<file path="src/rtl/assert_macros.svh">
// Assertion helpers shared by the RTL files.
`ifndef ASSERT_MACROS_SVH
`define ASSERT_MACROS_SVH
`ifndef SYNTHESIS
// Check a condition at every clock edge out of reset.
`define ALFR_ASSERT(lbl, clk, rst_n, prop, msg) \
	lbl: assert property (@(posedge clk) disable iff (!rst_n) (prop)) else $error(msg);
// Check that a condition implies another in the same cycle.
`define ALFR_ASSERT_IMPLY(lbl, clk, rst_n, pre, post, msg) \
	lbl: assert property (@(posedge clk) disable iff (!rst_n) (pre) |-> (post)) else $error(msg);
// Check that a condition implies another in the next cycle.
`define ALFR_ASSERT_NEXT(lbl, clk, rst_n, pre, post, msg) \
	lbl: assert property (@(posedge clk) disable iff (!rst_n) (pre) |=> (post)) else $error(msg);
`else
`define ALFR_ASSERT(lbl, clk, rst_n, prop, msg)
`define ALFR_ASSERT_IMPLY(lbl, clk, rst_n, pre, post, msg)
`define ALFR_ASSERT_NEXT(lbl, clk, rst_n, pre, post, msg)
`endif
`endif

</file>
<file path="src/rtl/alfr_pkg.sv">
package alfr_pkg;

	// Generator geometry
	localparam int TABLE_LEN = 55;
	localparam int WORD_BITS = 30;
	localparam int LAG_SHORT = 24;
	localparam int TAP_POS   = (2 * TABLE_LEN - LAG_SHORT) % TABLE_LEN;
	localparam int RAW_SHIFT = 6;

	// Field widths
	localparam int SEED_BITS = 30;
	localparam int RAW_BITS  = 24;
	localparam int VAL_BITS  = 32;
	localparam int SPAN_BITS = VAL_BITS + 1;

	// Counter widths
	localparam int FILL_CNT_BITS = $clog2(TABLE_LEN + 1);
	localparam int DIV_STEPS     = RAW_BITS;
	localparam int DIV_CNT_BITS  = $clog2(DIV_STEPS);

	// Opcodes
	localparam logic OP_RESEED = 1'b0;
	localparam logic OP_DRAW   = 1'b1;

	typedef logic [WORD_BITS-1:0] word_t;

	typedef enum logic [2:0] {
		ST_INIT,
		ST_IDLE,
		ST_FILL,
		ST_DIVIDE,
		ST_HOLD
	} state_t;

	// Request to the remainder unit
	typedef struct packed {
		logic                 start;
		logic [RAW_BITS-1:0]  dividend;
		logic [SPAN_BITS-1:0] divisor;
	} div_req_t;

	// Answer from the remainder unit
	typedef struct packed {
		logic                busy;
		logic                done;
		logic [RAW_BITS-1:0] remainder;
	} div_rsp_t;

	// Take the raw number out of a generator sum
	function automatic logic [RAW_BITS-1:0] raw_of(input word_t sum);
		logic [63:0] ext;
		ext = 64'(sum);
		return ext[RAW_SHIFT +: RAW_BITS];
	endfunction

endpackage

</file>
<file path="src/rtl/alfr_in_if.sv">
interface alfr_in_if;
	logic                               valid;
	logic                               ready;
	logic                               opcode;
	logic signed [alfr_pkg::VAL_BITS-1:0] range_low;
	logic signed [alfr_pkg::VAL_BITS-1:0] range_high;

	modport source (output valid, output opcode, output range_low, output range_high,
		input ready);
	modport sink (input valid, input opcode, input range_low, input range_high,
		output ready);
endinterface

</file>
<file path="src/rtl/alfr_out_if.sv">
interface alfr_out_if;
	logic                                 valid;
	logic                                 ready;
	logic                                 drew;
	logic        [alfr_pkg::RAW_BITS-1:0] raw_number;
	logic signed [alfr_pkg::VAL_BITS-1:0] ranged_value;

	modport source (output valid, output drew, output raw_number, output ranged_value,
		input ready);
	modport sink (input valid, input drew, input raw_number, input ranged_value,
		output ready);
endinterface

</file>
<file path="src/rtl/alfr_cell.sv">
module alfr_cell (
	input  logic            clk,
	input  logic            shift,
	input  alfr_pkg::word_t d,
	output alfr_pkg::word_t q
);

	alfr_pkg::word_t word_q;

	// Take the neighbor's word on a shift, else hold
	always_ff @(posedge clk) begin
		if (shift) begin
			word_q <= d;
		end
	end

	assign q = word_q;

endmodule

</file>
<file path="src/rtl/alfr_rem_div.sv">
`include "assert_macros.svh"

module alfr_rem_div (
	input  logic               clk,
	input  logic               arst_n,
	input  alfr_pkg::div_req_t req,
	output alfr_pkg::div_rsp_t rsp
);

	localparam logic [alfr_pkg::DIV_CNT_BITS-1:0] LAST_STEP =
		alfr_pkg::DIV_CNT_BITS'(alfr_pkg::DIV_STEPS - 1);

	logic                                 busy_q;
	logic                                 done_q;
	logic [alfr_pkg::DIV_CNT_BITS-1:0]    cnt_q;
	logic [alfr_pkg::RAW_BITS-1:0]        dvd_q;
	logic [alfr_pkg::RAW_BITS-1:0]        rem_q;
	logic [alfr_pkg::SPAN_BITS-1:0]       dsr_q;
	logic [alfr_pkg::RAW_BITS:0]          trial;
	logic [alfr_pkg::SPAN_BITS-1:0]       trial_ext;
	logic [alfr_pkg::RAW_BITS:0]          trial_sub;
	logic [alfr_pkg::RAW_BITS-1:0]        rem_d;

	// One restoring step: bring down a dividend bit, subtract if it fits
	always_comb begin
		trial     = {rem_q, dvd_q[alfr_pkg::RAW_BITS-1]};
		trial_ext = alfr_pkg::SPAN_BITS'(trial);
		trial_sub = trial - dsr_q[alfr_pkg::RAW_BITS:0];
		if (trial_ext >= dsr_q) begin
			rem_d = trial_sub[alfr_pkg::RAW_BITS-1:0];
		end else begin
			rem_d = trial[alfr_pkg::RAW_BITS-1:0];
		end
	end

	// Sequence the steps
	always_ff @(posedge clk or negedge arst_n) begin
		if (!arst_n) begin
			busy_q <= 1'b0;
			done_q <= 1'b0;
			cnt_q  <= '0;
		end else begin
			done_q <= 1'b0;
			if (req.start) begin
				busy_q <= 1'b1;
				cnt_q  <= '0;
			end else if (busy_q) begin
				cnt_q <= cnt_q + 1'b1;
				if (cnt_q == LAST_STEP) begin
					busy_q <= 1'b0;
					done_q <= 1'b1;
				end
			end
		end
	end

	// Shift dividend, update partial remainder
	always_ff @(posedge clk) begin
		if (req.start) begin
			dvd_q <= req.dividend;
			dsr_q <= req.divisor;
			rem_q <= '0;
		end else if (busy_q) begin
			dvd_q <= {dvd_q[alfr_pkg::RAW_BITS-2:0], 1'b0};
			rem_q <= rem_d;
		end
	end

	assign rsp.busy      = busy_q;
	assign rsp.done      = done_q;
	assign rsp.remainder = rem_q;

	`ALFR_ASSERT_IMPLY(a_start_idle, clk, arst_n, req.start, !busy_q, "start while busy")
	`ALFR_ASSERT_NEXT(a_done_pulse, clk, arst_n, done_q, !done_q, "done held over one cycle")
	`ALFR_ASSERT_NEXT(a_last_done, clk, arst_n, busy_q && !req.start && cnt_q == LAST_STEP, done_q, "last step without done")

endmodule

</file>
<file path="src/rtl/additive_lagged_fibonacci_rng.sv">
// Channel  | Dir | Payload                                   | Transaction
// ---------+-----+-------------------------------------------+-------------------
// in_ch    | in  | opcode, range_low, range_high             | valid && ready
// out_ch   | out | drew, raw_number, ranged_value            | valid && ready
// cfg      | in  | cfg_wr_data (seed_value)                  | cfg_wr_en
//
// A draw runs the bit-serial remainder unit, one quotient bit per cycle. A
// reseed shifts the 55-word ring of cells, one Fibonacci word per cycle. An
// empty range skips the remainder unit. After reset the ring fills from
// seed 0 with in_ch.ready low; configuration writes are taken meanwhile.
// A result waits in the output register while the next transaction is taken.
`include "assert_macros.svh"

module additive_lagged_fibonacci_rng (
	input  logic                            clk,
	input  logic                            arst_n,
	input  logic                            cfg_wr_en,
	input  logic [alfr_pkg::SEED_BITS-1:0]  cfg_wr_data,
	alfr_in_if.sink                         in_ch,
	alfr_out_if.source                      out_ch
);

	localparam int LAST = alfr_pkg::TABLE_LEN - 1;
	localparam logic [alfr_pkg::FILL_CNT_BITS-1:0] FILL_LAST = alfr_pkg::FILL_CNT_BITS'(1);

	alfr_pkg::state_t                  state_q, state_d;
	logic [alfr_pkg::SEED_BITS-1:0]    seed_q;
	logic [alfr_pkg::FILL_CNT_BITS-1:0] fill_cnt_q;
	alfr_pkg::word_t                   fib_a_q, fib_b_q;
	alfr_pkg::word_t                   ring_word [alfr_pkg::TABLE_LEN];
	alfr_pkg::word_t                   sum;
	alfr_pkg::word_t                   tail;
	logic [alfr_pkg::RAW_BITS-1:0]     raw;
	logic [alfr_pkg::SPAN_BITS-1:0]    span;
	logic                              empty;
	logic                              in_fire;
	logic                              is_draw;
	logic                              draw_go;
	logic                              filling;
	logic                              ring_shift;
	logic                              out_load;
	alfr_pkg::div_req_t                div_req;
	alfr_pkg::div_rsp_t                div_rsp;
	logic [alfr_pkg::VAL_BITS-1:0]     lo_q;
	logic                              res_drew_q;
	logic [alfr_pkg::RAW_BITS-1:0]     res_raw_q;
	logic [alfr_pkg::VAL_BITS-1:0]     res_val_q;
	logic                              out_valid_q;
	logic                              out_drew_q;
	logic [alfr_pkg::RAW_BITS-1:0]     out_raw_q;
	logic [alfr_pkg::VAL_BITS-1:0]     out_val_q;

	// Ring of cells: position LAST is the write word, 0 and TAP_POS the tap words
	for (genvar i = 0; i < alfr_pkg::TABLE_LEN; i++) begin : g_ring
		if (i == LAST) begin : g_tail
			alfr_cell u_cell (.clk(clk), .shift(ring_shift), .d(tail), .q(ring_word[i]));
		end else begin : g_body
			alfr_cell u_cell (.clk(clk), .shift(ring_shift), .d(ring_word[i+1]),
				.q(ring_word[i]));
		end
	end

	alfr_rem_div u_div (
		.clk    (clk),
		.arst_n (arst_n),
		.req    (div_req),
		.rsp    (div_rsp)
	);

	// Decode the incoming transaction; drive the ring, divider request and output load
	always_comb begin
		in_fire = in_ch.valid && in_ch.ready;
		is_draw = in_ch.opcode == alfr_pkg::OP_DRAW;
		span    = {in_ch.range_high[alfr_pkg::VAL_BITS-1], in_ch.range_high}
			- {in_ch.range_low[alfr_pkg::VAL_BITS-1], in_ch.range_low};
		empty   = span[alfr_pkg::SPAN_BITS-1] || (span == '0);
		draw_go = in_fire && is_draw && !empty;
		sum     = ring_word[0] + ring_word[alfr_pkg::TAP_POS];
		raw     = alfr_pkg::raw_of(sum);
		filling = (state_q == alfr_pkg::ST_INIT) || (state_q == alfr_pkg::ST_FILL);
		ring_shift = filling || draw_go;
		tail    = filling ? fib_a_q : sum;
		out_load = (state_q == alfr_pkg::ST_HOLD) && (!out_valid_q || out_ch.ready);

		div_req.start    = draw_go;
		div_req.dividend = raw;
		div_req.divisor  = span + 1'b1;
	end

	// State register
	always_ff @(posedge clk or negedge arst_n) begin
		if (!arst_n) begin
			state_q <= alfr_pkg::ST_INIT;
		end else begin
			state_q <= state_d;
		end
	end

	// Next state and input ready
	always_comb begin
		state_d     = state_q;
		in_ch.ready = 1'b0;
		case (state_q)
			alfr_pkg::ST_INIT: begin
				if (fill_cnt_q == FILL_LAST) begin
					state_d = alfr_pkg::ST_IDLE;
				end
			end
			alfr_pkg::ST_IDLE: begin
				in_ch.ready = 1'b1;
				if (in_ch.valid) begin
					if (!is_draw) begin
						state_d = alfr_pkg::ST_FILL;
					end else if (empty) begin
						state_d = alfr_pkg::ST_HOLD;
					end else begin
						state_d = alfr_pkg::ST_DIVIDE;
					end
				end
			end
			alfr_pkg::ST_FILL: begin
				if (fill_cnt_q == FILL_LAST) begin
					state_d = alfr_pkg::ST_HOLD;
				end
			end
			alfr_pkg::ST_DIVIDE: begin
				if (div_rsp.done) begin
					state_d = alfr_pkg::ST_HOLD;
				end
			end
			alfr_pkg::ST_HOLD: begin
				if (out_load) begin
					state_d = alfr_pkg::ST_IDLE;
				end
			end
			default: begin
				state_d = alfr_pkg::ST_INIT;
			end
		endcase
	end

	// Seed register, Fibonacci feed and fill count
	always_ff @(posedge clk or negedge arst_n) begin
		if (!arst_n) begin
			seed_q     <= '0;
			fib_a_q    <= '0;
			fib_b_q    <= alfr_pkg::WORD_BITS'(1);
			fill_cnt_q <= alfr_pkg::FILL_CNT_BITS'(alfr_pkg::TABLE_LEN);
		end else begin
			if (cfg_wr_en) begin
				seed_q <= cfg_wr_data;
			end
			if (in_fire && !is_draw) begin
				fib_a_q    <= alfr_pkg::WORD_BITS'(seed_q);
				fib_b_q    <= alfr_pkg::WORD_BITS'(1);
				fill_cnt_q <= alfr_pkg::FILL_CNT_BITS'(alfr_pkg::TABLE_LEN);
			end else if (filling) begin
				fib_a_q    <= fib_b_q;
				fib_b_q    <= fib_a_q + fib_b_q;
				fill_cnt_q <= fill_cnt_q - 1'b1;
			end
		end
	end

	// Build the pending result
	always_ff @(posedge clk) begin
		if (in_fire) begin
			lo_q       <= in_ch.range_low;
			res_drew_q <= draw_go;
			res_raw_q  <= draw_go ? raw : '0;
			res_val_q  <= is_draw ? in_ch.range_low : '0;
		end else if (div_rsp.done) begin
			res_val_q <= alfr_pkg::VAL_BITS'(div_rsp.remainder) + lo_q;
		end
	end

	// Output register: load when empty or being drained
	always_ff @(posedge clk or negedge arst_n) begin
		if (!arst_n) begin
			out_valid_q <= 1'b0;
		end else if (out_load) begin
			out_valid_q <= 1'b1;
		end else if (out_ch.ready) begin
			out_valid_q <= 1'b0;
		end
	end

	always_ff @(posedge clk) begin
		if (out_load) begin
			out_drew_q <= res_drew_q;
			out_raw_q  <= res_raw_q;
			out_val_q  <= res_val_q;
		end
	end

	assign out_ch.valid        = out_valid_q;
	assign out_ch.drew         = out_drew_q;
	assign out_ch.raw_number   = out_raw_q;
	assign out_ch.ranged_value = out_val_q;

	`ALFR_ASSERT_NEXT(a_fire_busy, clk, arst_n, in_fire, state_q != alfr_pkg::ST_IDLE, "idle after accept")
	`ALFR_ASSERT_IMPLY(a_nodraw_raw, clk, arst_n, out_ch.valid && !out_ch.drew, out_ch.raw_number == '0, "raw set without draw")
	`ALFR_ASSERT_IMPLY(a_fill_cnt, clk, arst_n, filling, fill_cnt_q != '0, "fill count ran out")
	`ALFR_ASSERT_IMPLY(a_div_state, clk, arst_n, div_rsp.busy, state_q == alfr_pkg::ST_DIVIDE, "divider busy outside divide")

endmodule
</file>
<file path="src/flat_wrapper.sv">
// flat-port wrapper written by rule: the top's interface ports become plain ports
module additive_lagged_fibonacci_rng_flat 
  (clk, arst_n, cfg_wr_en, cfg_wr_data, in_ch_valid, in_ch_opcode, in_ch_range_low, in_ch_range_high, in_ch_ready, out_ch_valid, out_ch_drew, out_ch_raw_number, out_ch_ranged_value, out_ch_ready);
  alfr_in_if in_ch_i ();
  alfr_out_if out_ch_i ();
  input  logic clk;
  input  logic arst_n;
  input  logic cfg_wr_en;
  input  logic [alfr_pkg::SEED_BITS-1:0] cfg_wr_data;
  input wire logic [$bits(in_ch_i.valid)-1:0] in_ch_valid;
  input wire logic [$bits(in_ch_i.opcode)-1:0] in_ch_opcode;
  input wire logic [$bits(in_ch_i.range_low)-1:0] in_ch_range_low;
  input wire logic [$bits(in_ch_i.range_high)-1:0] in_ch_range_high;
  output wire logic [$bits(in_ch_i.ready)-1:0] in_ch_ready;
  output wire logic [$bits(out_ch_i.valid)-1:0] out_ch_valid;
  output wire logic [$bits(out_ch_i.drew)-1:0] out_ch_drew;
  output wire logic [$bits(out_ch_i.raw_number)-1:0] out_ch_raw_number;
  output wire logic [$bits(out_ch_i.ranged_value)-1:0] out_ch_ranged_value;
  input wire logic [$bits(out_ch_i.ready)-1:0] out_ch_ready;
  assign in_ch_i.valid = in_ch_valid;
  assign in_ch_i.opcode = in_ch_opcode;
  assign in_ch_i.range_low = in_ch_range_low;
  assign in_ch_i.range_high = in_ch_range_high;
  assign in_ch_ready = in_ch_i.ready;
  assign out_ch_valid = out_ch_i.valid;
  assign out_ch_drew = out_ch_i.drew;
  assign out_ch_raw_number = out_ch_i.raw_number;
  assign out_ch_ranged_value = out_ch_i.ranged_value;
  assign out_ch_i.ready = out_ch_ready;
  additive_lagged_fibonacci_rng u_core (.clk(clk), .arst_n(arst_n), .cfg_wr_en(cfg_wr_en), .cfg_wr_data(cfg_wr_data), .in_ch(in_ch_i), .out_ch(out_ch_i));
endmodule
</file>
<file path="config.mk">
export PLATFORM = sky130hd
export DESIGN_NAME = additive_lagged_fibonacci_rng_flat
export DESIGN_NICKNAME = d
export VERILOG_FILES = /design/src/rtl/alfr_pkg.sv /design/src/rtl/alfr_in_if.sv /design/src/rtl/alfr_out_if.sv /design/src/rtl/alfr_cell.sv /design/src/rtl/alfr_rem_div.sv /design/src/rtl/additive_lagged_fibonacci_rng.sv /design/src/flat_wrapper.sv
export VERILOG_INCLUDE_DIRS = /design/src /design/src/rtl
export SDC_FILE = /design/constraint.sdc
export NUM_CORES = 2
export LEC_CHECK = 0
export BUFFER_PORTS_ARGS = -buffer_cell sky130_fd_sc_hd__clkbuf_2
export CAP_MARGIN = 40
export CORE_MARGIN = 1.5
export CORE_UTILIZATION = 50
export CTS_CLUSTER_DIAMETER = 50
export CTS_CLUSTER_SIZE = 14
export DETAILED_ROUTE_END_ITERATION = 8
export GPL_TIMING_DRIVEN = 0
export PLACE_DENSITY = 0.66
export SYNTH_ARGS = -nofsm -noshare
export SYNTH_HDL_FRONTEND = slang
export SYNTH_SLANG_ARGS = --single-unit
</file>
<file path="constraint.sdc">
create_clock -name clk -period 70.6 [get_ports clk]
set_input_delay 14.12 -clock clk [delete_from_list [all_inputs] [get_ports clk]]
set_output_delay 14.12 -clock clk [all_outputs]
set_load 0.03 [all_outputs]
</file>
==> impl_metrics.env <==
export IMPL_synth_sequential_area_ratio_pct=84.1
export IMPL_timing_critical_path_slowest_cell_delay_ps=550
export IMPL_synthCells=3715
export IMPL_worst_slack_ps=50240
export IMPL_fp_dieW_um=377
export IMPL_post_cts_setup_buffers=0
export IMPL_num_vias=32200
export IMPL_finalHoldViolations=0
export IMPL_grt_overflow_total=0
export IMPL_r2r_start="u_core.state_q[2]"
export IMPL_ctsHtreeMaxLevel=4
export IMPL_timing_hold_worst_class="register to register"
export IMPL_synth_flop_type="sky130_fd_sc_hd__edfxtp_1"
export IMPL_detailedRoute_firstIterationViolations=2977
export IMPL_finalWirelength_mm=122
export IMPL_finalNetCount=4339
export IMPL_rsz_0062_raised_after_global_routing="no"
export IMPL_power_frac_comb_pct=19.2
export IMPL_max_freq_mhz=49.1
export IMPL_initial_core_util_pct=50.2
export IMPL_fillCellCount=10500
export IMPL_sequential_area_sq_um=58800
export IMPL_finalWorstPathRequiredPeriod_ps=20360
export IMPL_drt_antenna_violating_nets=0
export IMPL_synth_seq_cells=1984
export IMPL_worst_path_buf_inv=10
export IMPL_cp_cell_sequence="clkbuf_2 > ha_1 > fa_1 > nand2b_1 > a21oi_2 > o21a_2 > o21a_1 > a31oi_1 > o211ai_1 > mux2i_1 > buf_4 > nor2_1 > o21ai_1 > buf_2 > buf_2 > nand2_4 > buf_16 > buf_16 > buf_16 > buf_16 > buf_16 > buf_16"
export IMPL_clk_transition_reported_paths_ps=60
export IMPL_grt_pass1_vias=31000
export IMPL_worst_path_max_delay_cell="sky130_fd_sc_hd__nor2_1"
export IMPL_cts_inserted_buffers=175
export IMPL_design_power_total_mw=3.89
export IMPL_cts_resized=0
export IMPL_dp_slack_ps=49330
export IMPL_remaining_drc_errors=0
export IMPL_seq_power_share_pct=58.2
export IMPL_post_route_period_util_pct=28.8
export IMPL_detail_route_vias_per_cell=5.33
export IMPL_final_core_util_pct=56.9
export IMPL_top_signal_layer_used="met4"
export IMPL_fin_worst_hold_slack_ps=402
export IMPL_maxSlewHeadroom_pct=41.9
export IMPL_ctsRootBufferMaster="sky130_fd_sc_hd__clkbuf_16"
export IMPL_post_dp_cell_area_sq_um=74000
export IMPL_netSwitchingFraction_pct=28.2
export IMPL_crit_start="in_ch_range_low[0]"
export IMPL_clock_power_share_pct=22.6
export IMPL_die_area_sq_um=142000
export IMPL_row_count=137
export IMPL_synth_edf_count=1853
export IMPL_area_delta_synth_final_pct=13.3
export IMPL_criticalPathCategory="input port to register"
export IMPL_design_core_area_sq_um=139000
export IMPL_worstHoldStart="u_core.g_ring[40].g_body.u_cell.q[28]"
export IMPL_weighted_congestion_at_the_end_of_routability_driven_global_placement=0.880
export IMPL_cts_sinks=1984
export IMPL_power_density_nw_per_um2=49.1
export IMPL_met2WireLength_mm=52.5
export IMPL_cts_tree="built"
export IMPL_final_layout_size_suffix_gt1_share_pct=12.4
export IMPL_critical_path_reg2reg_endpoint="u_core.g_ring[9].g_body.u_cell.q[9]"
export IMPL_tightest_slew_ps=871
export IMPL_detailedPlacementHpwl_mm=80.9
export IMPL_worst_path_max_fanout=70
export IMPL_synthesis_nets=3965
export IMPL_antenna_violations_before_repair=11
export IMPL_cp_data_arrival_time_ps=20820
export IMPL_multi_input_comb_area_sq_um=10400
export IMPL_ff2ff_setup_slack_ps=64200
export IMPL_path_depth=22
export IMPL_die_h_um=377
export IMPL_cts_buffer_depth=3
export IMPL_yosys_warnings=0
export IMPL_setup_worst_path_start_class="input port"
export IMPL_top_level_ports=159
export IMPL_final_setup_skew_ps=28.1
export IMPL_iteration_count_of_the_initial_detailed_routing_pass=7
export IMPL_switchingPower_mw=1.10
export IMPL_max_cap_violations=0
export IMPL_post_synth_num_cell_types=92
export IMPL_post_route_cell_area_sq_um=79200
export IMPL_count_of_hold_fix_buffers_inserted_at_cts=0
export IMPL_length_of_routed_met3_wiring_mm=7.19
export IMPL_synth_area_sq_um=69900
export IMPL_worst_ir_drop_vdd_mv=0.0248
export IMPL_finalSetupViolations=0
export IMPL_max_slew_violations=0
export IMPL_globalRouteTotalUtil_pct=17.4
export IMPL_worst_skew_pair_late_latency_ps=800
export IMPL_post_drt_wl_per_cell_um=20.2
export IMPL_timing_critical_path_max_delay_family="buffers and inverters"
export IMPL_final_cell_count_no_fill=6050
export IMPL_critical_path_most_common_cell="sky130_fd_sc_hd__buf_16"
export IMPL_syn_avg_cell_area_sq_um=18.8
export IMPL_numPlacedInstances=5786
export IMPL_timing_critical_path_to_type="register"
export IMPL_total_leakage_power_nw=29.3
export IMPL_synth_async_reset_ratio_pct=5.39
export IMPL_worstRegToRegCells=16
export IMPL_fin_tns_setup_ps=0
export IMPL_cp_endpoint="u_core.g_ring[9].g_body.u_cell.q[9]"
export IMPL_number_of_port_buffers=156
export IMPL_grt_pass1_wl_mm=186
export IMPL_timing_critical_path_required_ps=71060
export IMPL_internal_dissipation_mw=2.79
export IMPL_run_status="finished clean"
export IMPL_sum_of_routed_wire_segments_on_met1_mm=59.9
export IMPL_largest_net_degree_at_the_start_of_global_routing=73
[routing by layer]
layer	vias up	track usage [%]
met5	-	0
met4	0	5.02
met3	195	3.49
met2	859	24.5
met1	16100	27.4
li1	15000	-
[logic make-up (layout without fill, tap and decap cells)]
logic type                 Yosys count  count (layout)  synth area share (%)
AOI/OAI and AO/OA                  574             574                  5.25
xor gates and xnor gates           152             152                  1.91
adders and majority gates          150             150                  2.74
buffers and inverters              186             638                  1.03
DFF                               1984            1984                  84.1
muxes                               51              51                 0.794
other                                0               7                     0
and+or+nand+nor                    618             618                  4.17
[power groups by stage]
stage / Clock [mW] / Combinational (mW) / Sequential [mW]
after global routing: 0.950 / 0.825 / 2.32
after detailed placement: 0 / 0.738 / 2.28
final: 0.879 / 0.746 / 2.26
after global placement: 0 / 0.683 / 2.92
after floorplan: 0 / 0.475 / 2.69
after CTS: 0.907 / 0.741 / 2.27
[final cells by class]
class | instances | area share, %
sequential | 1984 | 74.3
multi-input combinational | 1545 | 13.2
clock buffer | 199 | 5.70
tap | 1876 | 2.96
timing repair buffer | 197 | 2.16
clock inverter | 56 | 0.833
inverter | 113 | 0.536
buffer | 73 | 0.381
antenna | 7 | 0.0221
[worst register-to-register path, stage by stage, from the launching register on]
cell                       delay, ps
sky130_fd_sc_hd__dfrtp_1         460
sky130_fd_sc_hd__nand2b_1        210
sky130_fd_sc_hd__nor2_1          200
sky130_fd_sc_hd__nand2_1         320
sky130_fd_sc_hd__inv_2           280
sky130_fd_sc_hd__nand2_1         440
sky130_fd_sc_hd__nor2_1          730
sky130_fd_sc_hd__o21ai_1         310
sky130_fd_sc_hd__buf_2           290
sky130_fd_sc_hd__buf_2           320
sky130_fd_sc_hd__nand2_4         460
sky130_fd_sc_hd__buf_16          310
sky130_fd_sc_hd__buf_16          360
sky130_fd_sc_hd__buf_16          330
sky130_fd_sc_hd__buf_16          340
sky130_fd_sc_hd__buf_16          340
sky130_fd_sc_hd__buf_16          330
[Yosys cell counts (20+ instances only)]
library cell,instances,area (sq um)
sky130_fd_sc_hd__nand2b_1,34,213
sky130_fd_sc_hd__nor2_1,144,541
sky130_fd_sc_hd__ha_1,145,1810
sky130_fd_sc_hd__a22oi_1,31,233
sky130_fd_sc_hd__xor2_1,67,587
sky130_fd_sc_hd__nand3_1,80,400
sky130_fd_sc_hd__inv_1,110,413
sky130_fd_sc_hd__nand2_1,212,796
sky130_fd_sc_hd__and3_1,20,125
sky130_fd_sc_hd__xnor2_1,84,736
sky130_fd_sc_hd__clkbuf_1,56,210
sky130_fd_sc_hd__dfxtp_1,24,480
sky130_fd_sc_hd__mux2_2,35,394
sky130_fd_sc_hd__nor3_1,36,180
sky130_fd_sc_hd__dfrtp_1,101,2530
sky130_fd_sc_hd__edfxtp_1,1853,55600
sky130_fd_sc_hd__a21oi_1,146,731
sky130_fd_sc_hd__a21o_1,59,443
sky130_fd_sc_hd__o21ai_0,145,726
[state kept, by name (all words and copies together), names as in the netlist]
| name | count |
|---|---|
| u_core.lo_q | 32 |
| u_core.out_ch.valid | 1 |
| u_core.u_div.cnt_q | 5 |
| u_core.u_div.done_q | 1 |
| u_core.res_raw_q | 24 |
| u_core.u_div.rem_q | 24 |
| u_core.res_val_q | 32 |
| u_core.fill_cnt_q | 6 |
| u_core.out_ch.drew | 1 |
| u_core.u_div.busy_q | 1 |
| u_core.fib_a_q | 30 |
| u_core.seed_q | 30 |
| u_core.u_div.dsr_q | 33 |
| u_core.g_ring.g_body.u_cell.q | 1620 |
| u_core.out_ch.ranged_value | 32 |
| u_core.state_q | 3 |
| u_core.u_div.dvd_q | 24 |
| u_core.out_ch.raw_number | 24 |
| u_core.fib_b_q | 30 |
| u_core.g_ring.g_tail.u_cell.q | 30 |
| u_core.res_drew_q | 1 |
[cell usage in the layout (no fill, tap or decap), drive strengths merged, types with 15 or more instances in the layout]
cell type / netlist / final
edfxtp: 1853 / 1853
clkbuf: 56 / 412
nand2: 212 / 212
o21ai: 160 / 160
a21oi: 148 / 148
ha: 145 / 145
nor2: 144 / 144
inv: 113 / 131
dfrtp: 101 / 101
xnor2: 84 / 84
nand3: 81 / 81
xor2: 68 / 68
a21o: 59 / 59
buf: 17 / 56
nor3: 37 / 37
mux2: 36 / 36
nand2b: 34 / 34
a22oi: 31 / 31
clkinv: 0 / 30
dfxtp: 24 / 24
and3: 20 / 20
a211oi: 20 / 20
a31oi: 15 / 15
mux2i: 15 / 15
o211ai: 15 / 15
or3: 15 / 15
o31ai: 15 / 15
[worst min-delay path by stage]
stage | cells past startpoint | to | slack (ps)
global route | 0 | u_core.g_ring[41].g_body.u_cell.q[26] | 410
global placement | 0 | u_core.g_ring[32].g_body.u_cell.q[27] | 400
detailed placement | 0 | u_core.g_ring[0].g_body.u_cell.q[12] | 400
finish | 0 | u_core.g_ring[39].g_body.u_cell.q[28] | 400
CTS | 0 | u_core.g_ring[27].g_body.u_cell.q[4] | 390
floorplan | 0 | u_core.g_ring[0].g_body.u_cell.q[0] | 400
Power figures use the tool's default switching activity.
